## src/dcc_pkg.sv

```systemverilog
// ---------------------------------------------------------------------------
// dcc_pkg
// shared constants, control word layout and microprogram of the day count to
// calendar date converter
// ---------------------------------------------------------------------------
package dcc_pkg;

  localparam int DAY_COUNT_BITS_DEF = 16;
  localparam int IN_SOD_BITS        = 17;
  localparam int ACC_BITS           = 17;
  localparam int PC_BITS            = 3;

  localparam logic [ACC_BITS-1:0] SECONDS_PER_DAY = 17'd86400;
  localparam logic [ACC_BITS-1:0] SECONDS_PER_HR  = 17'd3600;
  localparam logic [ACC_BITS-1:0] SECONDS_PER_MIN = 17'd60;
  localparam logic [ACC_BITS-1:0] DAYS_COMMON     = 17'd365;
  localparam logic [ACC_BITS-1:0] DAYS_LEAP       = 17'd366;

  // micro-ops
  localparam logic [2:0] OP_SUB_LOOP  = 3'd0;
  localparam logic [2:0] OP_STORE_DAY = 3'd1;
  localparam logic [2:0] OP_LOAD_SOD  = 3'd2;
  localparam logic [2:0] OP_JUMP_GE   = 3'd3;
  localparam logic [2:0] OP_FINISH    = 3'd4;

  // subtrahend selects
  localparam logic [2:0] SEL_YEAR   = 3'd0;
  localparam logic [2:0] SEL_MONTH  = 3'd1;
  localparam logic [2:0] SEL_HOUR   = 3'd2;
  localparam logic [2:0] SEL_MINUTE = 3'd3;
  localparam logic [2:0] SEL_DAYSEC = 3'd4;

  // program steps
  localparam logic [PC_BITS-1:0] STEP_YEARS   = 3'd0;
  localparam logic [PC_BITS-1:0] STEP_MONTHS  = 3'd1;
  localparam logic [PC_BITS-1:0] STEP_DAY     = 3'd2;
  localparam logic [PC_BITS-1:0] STEP_SOD     = 3'd3;
  localparam logic [PC_BITS-1:0] STEP_CHECK   = 3'd4;
  localparam logic [PC_BITS-1:0] STEP_HOURS   = 3'd5;
  localparam logic [PC_BITS-1:0] STEP_MINUTES = 3'd6;
  localparam logic [PC_BITS-1:0] STEP_FINISH  = 3'd7;

  typedef struct packed {
    logic [2:0]         op;
    logic [2:0]         sel;
    logic [PC_BITS-1:0] target;
  } uword_t;

  typedef struct packed {
    logic [7:0] year_offset;
    logic [3:0] month_number;
    logic [4:0] day_of_month;
    logic [4:0] hour_of_day;
    logic [5:0] minute_of_hour;
    logic [5:0] second_of_minute;
    logic [2:0] weekday;
    logic       bad_second;
  } result_t;

  // microprogram rom
  function automatic uword_t ucode(input logic [PC_BITS-1:0] pc);
    uword_t w;
    w = '{op: OP_FINISH, sel: SEL_YEAR, target: STEP_FINISH};
    case (pc)
      STEP_YEARS:   w = '{op: OP_SUB_LOOP,  sel: SEL_YEAR,   target: STEP_YEARS};
      STEP_MONTHS:  w = '{op: OP_SUB_LOOP,  sel: SEL_MONTH,  target: STEP_MONTHS};
      STEP_DAY:     w = '{op: OP_STORE_DAY, sel: SEL_YEAR,   target: STEP_DAY};
      STEP_SOD:     w = '{op: OP_LOAD_SOD,  sel: SEL_YEAR,   target: STEP_SOD};
      STEP_CHECK:   w = '{op: OP_JUMP_GE,   sel: SEL_DAYSEC, target: STEP_FINISH};
      STEP_HOURS:   w = '{op: OP_SUB_LOOP,  sel: SEL_HOUR,   target: STEP_HOURS};
      STEP_MINUTES: w = '{op: OP_SUB_LOOP,  sel: SEL_MINUTE, target: STEP_MINUTES};
      default:      w = '{op: OP_FINISH,    sel: SEL_YEAR,   target: STEP_FINISH};
    endcase
    return w;
  endfunction

  // month length, month index 0 is january
  function automatic logic [4:0] month_len(input logic [3:0] m, input logic leap);
    logic [4:0] len;
    case (m)
      4'd1:                       len = leap ? 5'd29 : 5'd28;
      4'd3, 4'd5, 4'd8, 4'd10:    len = 5'd30;
      default:                    len = 5'd31;
    endcase
    return len;
  endfunction

endpackage

```

## src/dcc_mod7.sv

```systemverilog
// ---------------------------------------------------------------------------
// dcc_mod7
// day count modulo 7 by folding octal digits, giving the weekday
// ---------------------------------------------------------------------------
module dcc_mod7 import dcc_pkg::*; #(
  parameter int DAY_COUNT_BITS = DAY_COUNT_BITS_DEF
) (
  input  logic                      clk,
  input  logic                      start,
  input  logic [DAY_COUNT_BITS-1:0] days,
  output logic [2:0]                weekday
);

  localparam int DIGITS   = (DAY_COUNT_BITS + 2) / 3;
  localparam int PAD_BITS = 3 * DIGITS;

  logic [PAD_BITS-1:0] padded;
  logic [5:0]          digit_sum;
  logic [5:0]          total;
  logic [3:0]          fold;
  logic [2:0]          folded;
  logic [2:0]          r;

  // 8 is 1 mod 7, so the octal digits of the count leave the same remainder
  assign padded = PAD_BITS'(days);

  always_comb begin
    digit_sum = '0;
    for (int i = 0; i < DIGITS; i++) begin
      digit_sum = digit_sum + 6'(padded[3*i +: 3]);
    end
  end

  always_ff @(posedge clk) begin
    if (start) begin
      total <= digit_sum;
    end
  end

  // at most 42 folds to at most 14, then to at most 7
  assign fold   = 4'(total[5:3]) + 4'(total[2:0]);
  assign folded = fold[2:0] + 3'(fold[3]);
  assign r      = (folded == 3'd7) ? 3'd0 : folded;

  // day 0 was a saturday
  assign weekday = (r == 3'd0) ? 3'd6 : 3'(r - 3'd1);

endmodule

```

## src/dcc_seq.sv

```systemverilog
// ---------------------------------------------------------------------------
// dcc_seq
// microcoded sequencer with its subtract-and-count datapath
// ---------------------------------------------------------------------------
module dcc_seq import dcc_pkg::*; #(
  parameter int DAY_COUNT_BITS = DAY_COUNT_BITS_DEF
) (
  input  logic                      clk,
  input  logic                      rst,
  input  logic                      start,
  input  logic [DAY_COUNT_BITS-1:0] days,
  input  logic [IN_SOD_BITS-1:0]    sod,
  input  logic                      out_free,
  output logic                      idle,
  output logic                      fire,
  output result_t                   result
);

  logic                   active;
  logic [PC_BITS-1:0]     pc;
  uword_t                 uw;
  logic [ACC_BITS-1:0]    acc;
  logic [IN_SOD_BITS-1:0] sod_hold;
  logic [7:0]             year;
  logic [3:0]             month;
  logic [4:0]             day;
  logic [4:0]             hour;
  logic [5:0]             minute;
  logic                   bad;
  logic [1:0]             c4;
  logic [6:0]             c100;
  logic [8:0]             c400;
  logic                   leap;
  logic [ACC_BITS-1:0]    sub;
  logic                   ge;
  logic [2:0]             weekday;

  dcc_mod7 #(.DAY_COUNT_BITS(DAY_COUNT_BITS)) u_mod7 (
    .clk     (clk),
    .start   (start),
    .days    (days),
    .weekday (weekday)
  );

  assign uw   = ucode(pc);
  assign leap = ((c4 == 2'd0) && (c100 != 7'd0)) || (c400 == 9'd0);

  always_comb begin
    case (uw.sel)
      SEL_YEAR:   sub = leap ? DAYS_LEAP : DAYS_COMMON;
      SEL_MONTH:  sub = ACC_BITS'(month_len(month, leap));
      SEL_HOUR:   sub = SECONDS_PER_HR;
      SEL_MINUTE: sub = SECONDS_PER_MIN;
      default:    sub = SECONDS_PER_DAY;
    endcase
  end

  assign ge   = (acc >= sub);
  assign idle = !active;
  assign fire = active && (uw.op == OP_FINISH) && out_free;

  assign result = '{
    year_offset:      year,
    month_number:     month + 4'd1,
    day_of_month:     day,
    hour_of_day:      hour,
    minute_of_hour:   minute,
    second_of_minute: bad ? 6'd0 : acc[5:0],
    weekday:          weekday,
    bad_second:       bad
  };

  always_ff @(posedge clk) begin
    if (rst) begin
      active <= 1'b0;
      pc     <= STEP_YEARS;
    end else if (start) begin
      active <= 1'b1;
      pc     <= STEP_YEARS;
    end else if (active) begin
      unique case (uw.op)
        OP_SUB_LOOP: begin
          if (!ge) pc <= pc + PC_BITS'(1);
        end
        OP_JUMP_GE: begin
          pc <= ge ? uw.target : pc + PC_BITS'(1);
        end
        OP_FINISH: begin
          if (fire) active <= 1'b0;
        end
        default: begin
          pc <= pc + PC_BITS'(1);
        end
      endcase
    end
  end

  always_ff @(posedge clk) begin
    if (start) begin
      acc      <= ACC_BITS'(days);
      sod_hold <= sod;
      year     <= 8'd0;
      month    <= 4'd0;
      hour     <= 5'd0;
      minute   <= 6'd0;
      bad      <= 1'b0;
      c4       <= 2'd0;
      c100     <= 7'd0;
      c400     <= 9'd0;
    end else if (active) begin
      case (uw.op)
        OP_SUB_LOOP: begin
          if (ge) begin
            acc <= acc - sub;
            case (uw.sel)
              SEL_YEAR: begin
                year <= year + 8'd1;
                c4   <= c4 + 2'd1;
                c100 <= (c100 == 7'd99)  ? 7'd0 : c100 + 7'd1;
                c400 <= (c400 == 9'd399) ? 9'd0 : c400 + 9'd1;
              end
              SEL_MONTH: month  <= month + 4'd1;
              SEL_HOUR:  hour   <= hour + 5'd1;
              default:   minute <= minute + 6'd1;
            endcase
          end
        end
        OP_STORE_DAY: day <= acc[4:0] + 5'd1;
        OP_LOAD_SOD:  acc <= ACC_BITS'(sod_hold);
        OP_JUMP_GE: begin
          if (ge) bad <= 1'b1;
        end
        default: ;
      endcase
    end
  end

endmodule

```

## src/day_count_to_calendar_date.sv

```systemverilog
// sequence: whole years and then months are peeled off the day count by subtraction,
//   the day is stored, the second of day is loaded and checked, then hours and minutes are peeled off;
//   a flagged second skips the hour and minute loops
// items: one at a time, the next is taken once the result is in the output register
// reset: synchronous active-high rst empties the sequencer and the output register
// ---------------------------------------------------------------------------
// day_count_to_calendar_date
// converts days since 2000-01-01 and second of day into calendar date, time of
// day and weekday, using a microcoded subtract-and-count sequencer
// ---------------------------------------------------------------------------
module day_count_to_calendar_date import dcc_pkg::*; #(
  parameter int DAY_COUNT_BITS = DAY_COUNT_BITS_DEF
) (
  input  logic clk,
  input  logic rst,
  // input items
  input  logic s_tvalid,
  output logic s_tready,
  // day_count [DAY_COUNT_BITS-1:0], second_of_day [DAY_COUNT_BITS+16:DAY_COUNT_BITS],
  // zero padded to whole bytes
  input  logic [((DAY_COUNT_BITS + IN_SOD_BITS + 7) / 8) * 8 - 1:0] s_tdata,
  // result items
  output logic m_tvalid,
  input  logic m_tready,
  // year_offset [7:0], month_number [11:8], day_of_month [16:12], hour_of_day [21:17],
  // minute_of_hour [27:22], second_of_minute [33:28], weekday [36:34], zeros [39:37]
  output logic [39:0] m_tdata,
  // bad_second [0]
  output logic        m_tuser
);

  localparam int OUT_USED = 37;

  logic    start;
  logic    idle;
  logic    fire;
  logic    out_free;
  result_t result;

  // the sequencer takes a new item only when it has handed off the last one
  assign s_tready = idle;
  assign start    = s_tvalid && s_tready;
  // output register frees up in the same cycle its item is taken
  assign out_free = !m_tvalid || m_tready;

  dcc_seq #(.DAY_COUNT_BITS(DAY_COUNT_BITS)) u_seq (
    .clk      (clk),
    .rst      (rst),
    .start    (start),
    .days     (s_tdata[DAY_COUNT_BITS-1:0]),
    .sod      (s_tdata[DAY_COUNT_BITS+IN_SOD_BITS-1:DAY_COUNT_BITS]),
    .out_free (out_free),
    .idle     (idle),
    .fire     (fire),
    .result   (result)
  );

  // output register, parts the sequencer from the downstream stall
  always_ff @(posedge clk) begin
    if (rst) begin
      m_tvalid <= 1'b0;
    end else if (fire) begin
      m_tvalid <= 1'b1;
    end else if (m_tready) begin
      m_tvalid <= 1'b0;
    end
  end

  always_ff @(posedge clk) begin
    if (fire) begin
      m_tdata <= {(40 - OUT_USED)'(0), result.weekday, result.second_of_minute,
                  result.minute_of_hour, result.hour_of_day, result.day_of_month,
                  result.month_number, result.year_offset};
      m_tuser <= result.bad_second;
    end
  end

  // the sequencer is busy in the cycle after it accepts an item
  a_busy_after_accept: assert property (@(posedge clk) disable iff (rst)
    start |=> !s_tready)
    else $error("sequencer ready right after accepting an item");

  // month is always in calendar range and day of month is never zero
  a_date_range: assert property (@(posedge clk) disable iff (rst)
    m_tvalid |-> (m_tdata[11:8] >= 4'd1) && (m_tdata[11:8] <= 4'd12) &&
                 (m_tdata[16:12] != 5'd0))
    else $error("month or day of month out of range");

  // weekday never reaches seven
  a_weekday_range: assert property (@(posedge clk) disable iff (rst)
    m_tvalid |-> (m_tdata[36:34] <= 3'd6))
    else $error("weekday out of range");

  // valid second of day gives a valid time of day
  a_time_range: assert property (@(posedge clk) disable iff (rst)
    m_tvalid && !m_tuser |-> (m_tdata[21:17] <= 5'd23) && (m_tdata[27:22] <= 6'd59) &&
                             (m_tdata[33:28] <= 6'd59))
    else $error("time of day out of range");

  // flagged second gives a zero time of day
  a_bad_zero: assert property (@(posedge clk) disable iff (rst)
    m_tvalid && m_tuser |-> (m_tdata[33:17] == 17'd0))
    else $error("time of day not cleared on bad second");

endmodule

```

## config.mk

```make
export PLATFORM = sky130hd
export DESIGN_NAME = day_count_to_calendar_date
export DESIGN_NICKNAME = d
export VERILOG_FILES = /design/src/dcc_pkg.sv /design/src/dcc_mod7.sv /design/src/dcc_seq.sv /design/src/day_count_to_calendar_date.sv
export SDC_FILE = /design/constraint.sdc
export NUM_CORES = 1
export LEC_CHECK = 0
export BUFFER_PORTS_ARGS = -buffer_cell sky130_fd_sc_hd__buf_2
export CAP_MARGIN = 5
export CORE_MARGIN = 2
export CORE_UTILIZATION = 47
export DETAILED_ROUTE_END_ITERATION = 7
export PLACE_DENSITY = 0.63
export SLEW_MARGIN = 15
export SYNTH_ARGS = -nofsm -noshare
export SYNTH_HDL_FRONTEND = slang
export SYNTH_HIERARCHICAL = 1
export SYNTH_SLANG_ARGS = --single-unit
```

## constraint.sdc

```tcl
create_clock -name clk -period 9.9 [get_ports clk]
set_input_delay 0.99 -clock clk [delete_from_list [all_inputs] [get_ports clk]]
set_output_delay 0.99 -clock clk [all_outputs]
set_load 0.01 [all_outputs]
```

==> reports/results.tsv, run 1 <==
stage	metric	value	unit
floorplanning	DIE AREA	16000	sq um
drt	routed vias	5141	
drt	Iteration-0 DRC Markers	295	
timing	Final Hold Viols	0	
final_layout	net count reported at finish	832	
grt	total track usage	0.189	
clocking	CTS buffer count	17	
worst_setup_path	worst setup path startpoint	u_seq/pc[0]	
worst_setup_path	FF-to-FF End	u_seq/acc[1]	
synthesis	count of different cell masters after synthesis	73	
min_path	Hold WC Path Type	flop to flop	
final_layout	share of layout cells above drive strength 1	0.201	
placed_design	Detailed Place HPWL	10300	microns
synthesis	ys async rst share	0	
worst_setup_path	R2R depth	11	
synthesis	Synth Cell Area	7060	sq um
clocking	TritonCTS clock tree	done	
clocking	H-tree levels	4	
floorplanning	Die W	127	microns
worst_setup_path	r2r setup slk	4.85	ns
synthesis	area share of the largest cell type after synthesis	0.349	
clocking	clock tree buffer depth	2	
floorplanning	CORE AREA	14600	sq um
final_layout	area delta synth->final	15.8	%
drt	Via density	5.53	
grt	antenna violations before repair	0	
synthesis	sequential area share after synthesis	0.485	
worst_setup_path	required time of the critical path	9.82	ns
synthesis	cell count after synthesis	654	
timing	Final Max Slew Viols	0	
worst_setup_path	worst reg2reg startpoint	u_seq/pc[0]	
worst_setup_path	Crit Path Class	flop to flop	
power	Leak	3.22	nW
timing	Fin Clk Skew	0.0124	ns
timing	FMAX	0.198	GHz
timing	Rel. slew slack	0.390	
synthesis	EDFF count, synth	82	
clocking	Post-CTS Setup Inserts	0	
clocking	Root Driver	clkbuf_16	
worst_setup_path	Crit Path Max Fanout	17	
drt	DR pass1 iterations	5	
drt	DRC viols	0	
synthesis	top cells by area, synth	edfxtp_1 (35%), dfxtp_1 (14%), ha_1 (7.8%), a21oi_1 (3.6%), fa_1 (3.1%)	
min_path	HP Start	u_seq/day[4]	
job	Max Cap Violations	0	
final_layout	Cell Count, Final, Fillers Out	930	
placed_design	port bufs	76	
drt	total wire length	14600	microns
final_layout	Fillers	1231	
final_layout	# diodes	0	
floorplanning	I/O pin cnt	87	
synthesis	largest area contributor in the netlist	edfxtp_1	
drt	Routed Antenna Nets	0	
timing	setup TNS	0	ns
synthesis	#FFs+latches synth	130	
placed_design	DP Cell Count	898	
status	status	finished clean	
grt	grt ovf	0	
clocking	clk slew on worst S/H paths	0.05	ns
final_layout	fin util	0.561	
clocking	clk sink count	130	
power	pwr/cell area	234	nW/um^2
floorplanning	die height	127	microns
clocking	Resized cells post-CTS	0	
drt	drt wl/cell	15.6	microns
clocking	Clk Latency, worst-skew pair	0.43	ns
synthesis	syn avg cell area	10.8	sq um
worst_setup_path	Arr. time, crit path	4.97	ns
min_path	worst hold stages	0	
worst_setup_path	critical path startpoint category	flop	
placed_design	global placement routability congestion	0.865	
timing	post-route minimum period	5.05	ns
timing	Least-Margin Pin Slew	0.912	ns
timing	Final setup viols	0	
power	Max VDD drop	0.135	mV
grt	vias in the first global route	5018	
synthesis	Yosys warnings	6	
grt	first-pass GRT wire length	24300	microns
timing	RSZ-0062 raised after global routing	no	
timing	final worst path period share	0.511	
worst_setup_path	critical path capture point type	flop	
grt	largest net degree at the start of global routing	51	
synthesis	dominant synthesized flop cell	edfxtp_1	
min_path	Min-Delay Endpoint	m_tdata[16]	
clocking	hold_buf cts	0	
floorplanning	FP Rows	44	
floorplanning	Initial Utilization	0.484	
## sequential cells by signal (all words and copies together) (netlist names)
register / flops
u_seq/u_mod7/total: 6
u_seq/c100: 7
u_seq/pc: 3
m_tuser: 1
u_seq/month: 4
u_seq/sod_hold: 17
u_seq/acc: 17
u_seq/minute: 6
u_seq/year: 8
u_seq/c4: 2
u_seq/day: 5
m_tdata: 37
u_seq/hour: 5
m_tvalid: 1
u_seq/bad: 1
u_seq/active: 1
u_seq/c400: 9
## worst max path at each step
stage | endpoint | depth (start not counted)
after global routing | u_seq/acc[12] | 11
final | u_seq/acc[1] | 11
after global placement | u_seq/acc[2] | 11
after floorplan | u_seq/acc[0] | 12
after detailed placement | u_seq/acc[12] | 11
after CTS | u_seq/acc[4] | 12
## worst max-delay path: stages, from the launching register on
cell and delay [ns]:
dfxtp_1 0.44, inv_1 0.12, ha_1 0.33, nor2_1 0.15, nand3_1 0.37, ha_1 0.50, a21oi_1 0.13, o21ai_0 0.21
a221oi_2 0.44, a21o_1 0.54, a21o_1 0.54, nand3b_1 0.76
## cells in the final DEF, fill, tap and decap left out, types with 6 or more instances in the layout
cell type	synthesis	layout
mux2_2	11	11
buf_2	1	76
edfxtp_1	82	82
a21o_1	9	9
mux2i_1	6	6
buf_4	5	6
fa_1	11	11
o211ai_1	7	7
clkbuf_16	0	17
and3_1	8	8
a21oi_1	51	51
xor2_1	9	9
o21ai_0	23	23
nand3_1	22	22
clkinv_2	1	8
dfxtp_1	48	48
ha_1	44	44
nor3_1	18	18
nor2_1	48	48
nor2b_1	13	13
o31ai_1	12	12
or4_1	11	11
nand2_1	25	25
xnor2_1	22	22
inv_1	50	50
or3_1	6	6
## layer usage
metal / vias up / GRT usage / share of wire
li1: 2549 / - / -
met1: 2456 / 0.245 / 0.46
met2: 119 / 0.308 / 0.48
met3: 17 / 0.0447 / 0.044
met4: 0 / 0.0750 / 0.014
met5: - / 0 / 0
## Yosys cell counts, types with 3 or more instances
cell and instances:
xor2_1 9, nand2b_1 5, dfxtp_1 48, and3_1 8, nand3_1 22, a41oi_1 3, or4_1 11, a211o_1 3
xnor2_1 22, and2_1 6, mux2i_1 6, o211ai_1 7, ha_1 44, a21o_1 9, or2_2 3, mux2_2 11
fa_1 11, o2111ai_1 4, edfxtp_1 82, o21ai_0 23, a211oi_1 5, nor2b_1 13, o21a_1 3, a21boi_0 3
nand2_1 25, nor3_1 18, a21oi_1 51, nor2_1 48, nand4_1 5, nand3b_1 3, nor3b_1 4, clkbuf_1 17
o31ai_1 12, buf_4 5, or3_1 6, inv_1 50, a21oi_2 3, nor4_1 4
## layout make-up
cell class              instances  area (sq um)  share of cell area
well taps                     184           230              0.0281
clock inverters                12           114              0.0139
multi-input cells             450          3330               0.408
inverters                      52           196              0.0240
flip-flops and latches        130          3420               0.419
clock buffers                  20           457              0.0558
repair buffers                 82           425              0.0520
## stage by stage
step	instance area [sq um]	total power [mW]	hold WS, ns	setup WS [ns]
floorplan	7070	1.18	0.400	6.18
global placement	7610	1.30	0.404	4.95
detailed placement	7610	1.32	0.406	4.92
CTS	8180	1.93	0.417	4.87
global route	8180	2.04	0.423	4.38
finish	8180	1.92	0.413	4.85
## cells by family (layout without fill, tap and decap cells)
| logic type | Yosys count | after routing | share of synthesized area |
|---|---|---|---|
| buffers and inverters | 76 | 166 | 0.0445 |
| flip-flops | 130 | 130 | 0.485 |
| other | 1 | 3 | 0.000531 |
| multiplexers | 18 | 18 | 0.0276 |
| adder cells (fa/ha/maj) | 55 | 55 | 0.109 |
| AND/OR/NAND/NOR | 193 | 193 | 0.146 |
| AO/OA/AOI/OAI | 149 | 149 | 0.145 |
| XOR/XNOR | 32 | 32 | 0.0420 |
## power breakdown
group          internal (mW)  total [mW]  switching (mW)  leakage, nW
sequential             0.672       0.714          0.0419         1.16
combinational          0.269       0.601           0.332         1.78
clock                  0.378       0.601           0.222        0.283
total                   1.32        1.92           0.597         3.22
Power figures use the tool's default switching activity.
==> run 2: changes to the inputs <==
==> constraint.sdc (replaced) <==
create_clock -name clk -period 4.95 [get_ports clk]
set_input_delay 0.495 -clock clk [delete_from_list [all_inputs] [get_ports clk]]
set_output_delay 0.495 -clock clk [all_outputs]
set_load 0.01 [all_outputs]
==> run 2 against run 1 <==
  * Critical path depth up 4
  * Clock power grew 80%
  * Clock skew is 0.0044 ns lower
  * Fmax up 14%
  * Hold slack worse by 0.16 ns
  * Combinational power increased by 98%
  * Largest cell class unchanged
  * Register-to-register slack worse by 4.3 ns
  * Largest power group unchanged
  * Non-clock buffer count is 1 higher
==> reports/results.tsv, run 2 (synthesis results as in run 1) <==
stage	metric	value	unit	change
status	status	finished clean		unchanged
clocking	hold_buf cts	0		unchanged
final_layout	leading registers by flop count	m_tdata: 37 flops, u_seq/acc: 17 flops, u_seq/sod_hold: 17 flops		unchanged
final_layout	max reg flops	37		unchanged
worst_setup_path	FF-to-FF End	u_seq/minute[5]		was u_seq/acc[1]
timing	post-route minimum period	4.45	ns	was 5.05 ns
floorplanning	DIE AREA	16000	sq um	unchanged
worst_setup_path	critical path capture point type	flop		unchanged
grt	met1 Resource Use GR	0.249		was 0.245
worst_setup_path	critical path startpoint category	flop		unchanged
final_layout	share of layout cells above drive strength 1	0.195		was 0.201
final_layout	net count reported at finish	833		was 832
grt	met2 Track Usage GR	0.317		was 0.308
drt	Via density	5.52		was 5.53
power	Leak	3.19	nW	was 3.22 nW
clocking	Clk Latency, worst-skew pair	0.42	ns	was 0.43 ns
placed_design	Detailed Place HPWL	10400	microns	was 10300 microns
timing	Final setup viols	0		unchanged
grt	antenna violations before repair	0		unchanged
min_path	Min-Delay Endpoint	u_seq/sod_hold[3]		was m_tdata[16]
grt	total track usage	0.191		was 0.189
timing	Fin Clk Skew	0.00800	ns	was 0.0124 ns
timing	Least-Margin Pin Slew	0.907	ns	was 0.912 ns
final_layout	# diodes	0		unchanged
timing	WHS	0.249	ns	was 0.413 ns
power	Pint	2.53	mW	was 1.32 mW
drt	DRC viols	0		unchanged
final_layout	Largest Register	m_tdata		unchanged
worst_setup_path	Crit Path Max Fanout	17		unchanged
floorplanning	FP Rows	44		unchanged
clocking	clk sink count	130		unchanged
grt	vias in the first global route	5084		was 5018
min_path	worst hold stages	1		was 0
grt	grt ovf	0		unchanged
clocking	Root Driver	clkbuf_16		unchanged
drt	Iteration-0 DRC Markers	407		was 295
drt	total wire length	14600	microns	about the same
placed_design	global placement routability congestion	0.875		was 0.865
drt	routed vias	5136		was 5141
final_layout	most common cell after layout, fill and taps aside	edfxtp_1		unchanged
power	pwr/cell area	456	nW/um^2	was 234 nW/um^2
worst_setup_path	worst setup path startpoint	u_seq/c100[2]		was u_seq/pc[0]
power	Clk pwr share	0.292		was 0.313
power	Max VDD drop	0.260	mV	was 0.135 mV
worst_setup_path	CP most frequent cell	a21oi_1		
clocking	CTS buffer count	17		unchanged
timing	final worst path period share	0.899		was 0.511
clocking	clock tree buffer depth	2		unchanged
worst_setup_path	CP max-delay cell	a21o_1		was nand3b_1
grt	GRT met3 Usage	0.0384		was 0.0447
grt	global route hottest layer	met2		unchanged
power	NetSw	1.17	mW	was 597 uW
grt	first-pass GRT wire length	24400	microns	was 24300 microns
placed_design	port bufs	76		unchanged
clocking	Post-CTS Setup Inserts	0		unchanged
power	Net Sw Frac	0.317		was 0.311
worst_setup_path	required time of the critical path	5.25	ns	was 9.82 ns
final_layout	area delta synth->final	15.0	%	was 15.8%
timing	FMAX	0.225	GHz	was 0.198 GHz
drt	Routed Antenna Nets	0		unchanged
worst_setup_path	CP Cell Sequence	nor3_1 -> nand3_1 -> a32oi_1 -> or4_1 -> a21oi_1 -> a21oi_1 -> a21oi_1 -> ha_1 -> nor2b_1 -> o2111ai_1 -> a211o_1 -> a21o_1 -> a21o_1 -> nor4_1 -> mux2_2		was inv_1 -> ha_1 -> nor2_1 -> nand3_1 -> ha_1 -> a21oi_1 -> o21ai_0 -> a221oi_2 -> a21o_1 -> a21o_1 -> nand3b_1
drt	DR pass1 iterations	6		was 5
final_layout	most frequent cells in the layout	edfxtp_1 (82), buf_2 (76), a21oi_1 (51)		unchanged
timing	Rel. slew slack	0.395		was 0.390
floorplanning	die height	127	microns	unchanged
worst_setup_path	Crit Path Class	flop to flop		unchanged
clocking	H-tree levels	4		unchanged
drt	drt wl/cell	15.6	microns	about the same
clocking	TritonCTS clock tree	done		unchanged
power	Comb pwr share	0.322		was 0.314
timing	setup TNS	0	ns	unchanged
timing	RSZ-0062 raised after global routing	no		unchanged
min_path	HP Start	s_tdata[19]		was u_seq/day[4]
timing	Final Hold Viols	0		unchanged
grt	largest net degree at the start of global routing	76		was 51
worst_setup_path	r2r setup slk	0.50	ns	was 4.85 ns
job	Max Cap Violations	0		unchanged
power	part of the power in registers	0.386		was 0.373
worst_setup_path	Arr. time, crit path	4.76	ns	was 4.97 ns
final_layout	Fillers	1251		was 1231
floorplanning	Initial Utilization	0.484		unchanged
clocking	Resized cells post-CTS	0		unchanged
worst_setup_path	critical path's largest stage delay	0.45	ns	was 0.76 ns
worst_setup_path	R2R depth	15		was 11
worst_setup_path	worst reg2reg startpoint	u_seq/c100[2]		was u_seq/pc[0]
floorplanning	I/O pin cnt	87		unchanged
floorplanning	CORE AREA	14600	sq um	unchanged
clocking	clk slew on worst S/H paths	0.06	ns	was 0.05 ns
floorplanning	Die W	127	microns	unchanged
min_path	Hold WC Path Type	input pin to flop		was flop to flop
timing	Final Max Slew Viols	0		unchanged
## run 2: critical path, delay by kind of cell, from the launching register on
kind / cells / cell delay [ns]
compound gates: 8 / 2.14
fa+ha+maj: 1 / 0.25
flops: 1 / 0.36
mux: 1 / 0.37
simple gates: 5 / 1.19
## run 2: worst max path at each step
stage / endpoint / slack (ns)
5_1_grt: u_seq/acc[9] / 0.16
6_report: u_seq/minute[5] / 0.50
2_1_floorplan: u_seq/acc[0] / 1.23
3_3_place_gp: u_seq/acc[12] / 0.69
4_1_cts: u_seq/acc[9] / 0.56
3_5_place_dp: u_seq/minute[5] / 0.59
## run 2: metrics by stage
stage | instance area [sq um] | power (mW) | setup WS, ns | util | instances
detailed placement | 7620 | 2.64 | 0.589 | 0.522 | 899
floorplan | 7070 | 2.36 | 1.23 | - | 656
global placement | 7620 | 2.60 | 0.694 | 0.522 | 899
finish | 8120 | 3.70 | 0.498 | 0.556 | 931
CTS | 8120 | 3.73 | 0.560 | 0.556 | 931
global route | 8120 | 3.96 | 0.161 | 0.556 | 931
## run 2: area by class of cell
type / count / area (sq um) / share of cell area
Sequential cell: 130 / 3420 / 0.422
Multi-Input combinational cell: 450 / 3330 / 0.411
Clock buffer: 25 / 465 / 0.0573
Timing Repair Buffer: 83 / 433 / 0.0533
Tap cell: 184 / 230 / 0.0284
Inverter: 52 / 196 / 0.0242
Clock inverter: 7 / 36.3 / 0.00447
## run 2: metal layers
| metal | share of wire | routed length [microns] |
|---|---|---|
| met1 | 0.46 | 6630 |
| met2 | 0.48 | 7030 |
| met3 | 0.047 | 680 |
| met4 | 0.014 | 204 |
| met5 | 0 | 0 |
## run 2: power groups by stage
stage | Sequential [mW] | Clock (mW) | Combinational (mW)
2_1_floorplan | 1.43 | 0 | 0.935
3_3_place_gp | 1.45 | 0 | 1.15
3_5_place_dp | 1.45 | 0 | 1.19
4_1_cts | 1.43 | 1.10 | 1.20
5_1_grt | 1.44 | 1.15 | 1.37
6_report | 1.43 | 1.08 | 1.19
==> run 3: changes to the inputs <==
--- a/config.mk
+++ b/config.mk
@@ -14,5 +14,4 @@
 export SLEW_MARGIN = 15
 export SYNTH_ARGS = -nofsm -noshare
 export SYNTH_HDL_FRONTEND = slang
-export SYNTH_HIERARCHICAL = 1
 export SYNTH_SLANG_ARGS = --single-unit
==> run 3 against run 2 <==
  * Register-to-register slack barely moved
  * Highest routed layer unchanged
  * Clock-buffer cell count fell by 3
  * Worst setup slack improved by 0.0076 ns
  * Largest cell class unchanged
==> reports/results.tsv, run 3 <==
stage	metric	value	unit	change
clocking	Root Driver	clkbuf_16		unchanged
drt	DR pass1 iterations	4		was 6
clocking	CTS buffer count	17		unchanged
drt	drt wl/cell	15.0	microns	was 15.6 microns
worst_setup_path	CP Cell Sequence	inv_1 -> ha_1 -> and2_1 -> inv_1 -> o21ai_0 -> and2_1 -> ha_1 -> and3_1 -> a221oi_1 -> o21ai_0 -> a221o_1 -> a211oi_1 -> xnor2_1 -> nand2_1 -> a21oi_1		was nor3_1 -> nand3_1 -> a32oi_1 -> or4_1 -> a21oi_1 -> a21oi_1 -> a21oi_1 -> ha_1 -> nor2b_1 -> o2111ai_1 -> a211o_1 -> a21o_1 -> a21o_1 -> nor4_1 -> mux2_2
clocking	TritonCTS clock tree	done		unchanged
synthesis	#FFs+latches synth	130		unchanged
worst_setup_path	CP max-delay cell	a221oi_1		was a21o_1
final_layout	# diodes	0		unchanged
final_layout	Largest Register	m_tdata		unchanged
synthesis	sequential area share after synthesis	0.515		was 0.485
final_layout	leading registers by flop count	m_tdata: 37 flops, u_seq.acc: 17 flops, u_seq.sod_hold: 17 flops		was m_tdata: 37 flops, u_seq/acc: 17 flops, u_seq/sod_hold: 17 flops
final_layout	max reg flops	37		unchanged
synthesis	count of different cell masters after synthesis	51		was 73
final_layout	net count reported at finish	803		was 833
timing	Rel. slew slack	0.291		was 0.395
drt	total wire length	13400	microns	was 14600 microns
grt	largest net degree at the start of global routing	40		was 76
floorplanning	FP Rows	43		was 44
synthesis	ys async rst share	0		unchanged
synthesis	cell count after synthesis	620		was 654
job	Max Cap Violations	0		unchanged
clocking	H-tree levels	4		unchanged
power	Max VDD drop	0.273	mV	was 0.260 mV
worst_setup_path	critical path startpoint category	flop		unchanged
grt	first-pass GRT wire length	22000	microns	was 24400 microns
synthesis	Yosys warnings	0		was 6
drt	DRC viols	0		unchanged
power	Leak	3.15	nW	was 3.19 nW
timing	Final Hold Viols	0		unchanged
final_layout	fin util	0.566		was 0.556
grt	grt ovf	0		unchanged
power	pwr/cell area	549	nW/um^2	was 456 nW/um^2
worst_setup_path	critical path capture point type	flop		unchanged
drt	Via density	5.33		was 5.52
clocking	clock tree buffer depth	2		unchanged
synthesis	area share of the largest cell type after synthesis	0.370		was 0.349
floorplanning	die height	123	microns	was 127 microns
placed_design	global placement routability congestion	0.916		was 0.875
timing	Final Max Slew Viols	0		unchanged
worst_setup_path	Arr. time, crit path	4.72	ns	was 4.76 ns
synthesis	syn avg cell area	10.7	sq um	was 10.8 sq um
final_layout	share of layout cells above drive strength 1	0.170		was 0.195
min_path	Hold WC Path Type	input pin to flop		unchanged
floorplanning	Die W	123	microns	was 127 microns
timing	final worst path period share	0.898		was 0.899
clocking	Clk Latency, worst-skew pair	0.42	ns	about the same
synthesis	dominant synthesized flop cell	edfxtp_1		unchanged
placed_design	Detailed Place HPWL	9610	microns	was 10400 microns
worst_setup_path	Crit Path Class	flop to flop		unchanged
timing	Final setup viols	0		unchanged
grt	total track usage	0.192		was 0.191
synthesis	Synth Cell Area	6650	sq um	was 7060 sq um
timing	post-route minimum period	4.44	ns	was 4.45 ns
clocking	clk sink count	130		unchanged
worst_setup_path	required time of the critical path	5.23	ns	was 5.25 ns
final_layout	most common cell after layout, fill and taps aside	edfxtp_1		unchanged
timing	Fin Clk Skew	0.00539	ns	was 0.00800 ns
floorplanning	I/O pin cnt	87		unchanged
synthesis	top cells by area, synth	edfxtp_1 (37%), dfxtp_1 (14%), ha_1 (8.1%), nor2_1 (3.7%), a21oi_1 (3.7%)		was edfxtp_1 (35%), dfxtp_1 (14%), ha_1 (7.8%), a21oi_1 (3.6%), fa_1 (3.1%)
synthesis	largest area contributor in the netlist	edfxtp_1		unchanged
final_layout	post-route cell area	7830	sq um	was 8120 sq um
timing	Least-Margin Pin Slew	1.05	ns	was 0.907 ns
timing	FMAX	0.225	GHz	about the same
clocking	clk slew on worst S/H paths	0.06	ns	about the same
timing	RSZ-0062 raised after global routing	no		unchanged
floorplanning	Initial Utilization	0.481		was 0.484
timing	setup TNS	0	ns	unchanged
final_layout	area delta synth->final	17.8	%	was 15.0%
status	status	finished clean		unchanged
floorplanning	CORE AREA	13800	sq um	was 14600 sq um
grt	antenna violations before repair	0		unchanged
clocking	Resized cells post-CTS	0		unchanged
clocking	hold_buf cts	0		unchanged
power	Final Power	4.29	mW	was 3.70 mW
grt	vias in the first global route	4577		was 5084
synthesis	most frequent cell after synthesis	edfxtp_1		unchanged
drt	Routed Antenna Nets	0		unchanged
synthesis	EDFF count, synth	82		unchanged
clocking	Post-CTS Setup Inserts	0		unchanged
final_layout	most frequent cells in the layout	edfxtp_1 (82), buf_2 (76), nor2_1 (66)		was edfxtp_1 (82), buf_2 (76), a21oi_1 (51)
worst_setup_path	Crit Path Max Fanout	8		was 17
drt	routed vias	4782		was 5136
synthesis	Synth top cells by count	edfxtp_1 (82), nor2_1 (66), a21oi_1 (49), dfxtp_1 (48), ha_1 (43)		was edfxtp_1 (82), a21oi_1 (51), inv_1 (50), dfxtp_1 (48), nor2_1 (48)
placed_design	Post-DP Area	7230	sq um	was 7620 sq um
worst_setup_path	critical path's largest stage delay	0.55	ns	was 0.45 ns
placed_design	port bufs	76		unchanged
floorplanning	DIE AREA	15100	sq um	was 16000 sq um
drt	Iteration-0 DRC Markers	265		was 407
run 3: cells by family (layout without fill, tap and decap cells):
group                      Yosys count  in the layout  synth area share
other                                1              3          0.000564
xor gates and xnor gates            45             45            0.0593
muxes                                6              6           0.00904
buffers and inverters               51            147            0.0311
adders and majority gates           54             54             0.114
and+or+nand+nor                    201            201             0.146
DFF                                130            130             0.515
AOI/OAI and AO/OA                  132            132             0.125
run 3: worst paths after layout:
kind / startpoint / end / slack [ns] / cells after the start
hold / removal: s_tdata[19] / u_seq.sod_hold[3] / 0.24 / 1
setup reg to reg: u_seq.pc[0] / u_seq.acc[14] / 0.51 / 15
setup / recovery: u_seq.pc[0] / u_seq.acc[14] / 0.51 / 15
hold reg to reg: u_seq.day[0] / m_tdata[12] / 0.42 / 0
run 3: power by group:
group,total (mW),switching [mW],internal (mW),leakage (nW)
logic,1.53,0.866,0.662,1.71
clock network,1.26,0.449,0.813,0.288
registers,1.50,0.114,1.39,1.16
total,4.29,1.43,2.86,3.15
run 3: final cells by class:
class	instances	area, sq um
inverter	31	116
multi-input combinational	441	3030
clock buffer	22	464
clock inverter	10	133
timing repair buffer	84	440
sequential	130	3420
fill	1171	6000
tap	180	225
run 3: per-layer routing:
metal,vias to the layer above,global-route usage,share of wire
met5,-,0,0
met4,0,0.0747,0.017
met3,22,0.0558,0.049
met2,104,0.291,0.46
met1,2265,0.259,0.47
li1,2391,-,-
run 3: worst max-delay path, delay by kind of cell (launching register included):
family | cells | cell delay, ns
AOI/OAI and AO/OA | 6 | 1.99
xor gates and xnor gates | 1 | 0.16
adders and majority gates | 2 | 0.61
buffers and inverters | 2 | 0.38
DFF | 1 | 0.46
and+or+nand+nor | 4 | 0.70
run 3: through the flow:
stage / hold slack [ns] / setup slack, ns / cells
final: 0.243 / 0.506 / 898
after global routing: 0.221 / 0.186 / 898
after global placement: 0.404 / 0.691 / 866
after CTS: 0.228 / 0.585 / 898
after floorplan: 0.400 / 1.06 / 622
after detailed placement: 0.407 / 0.631 / 866
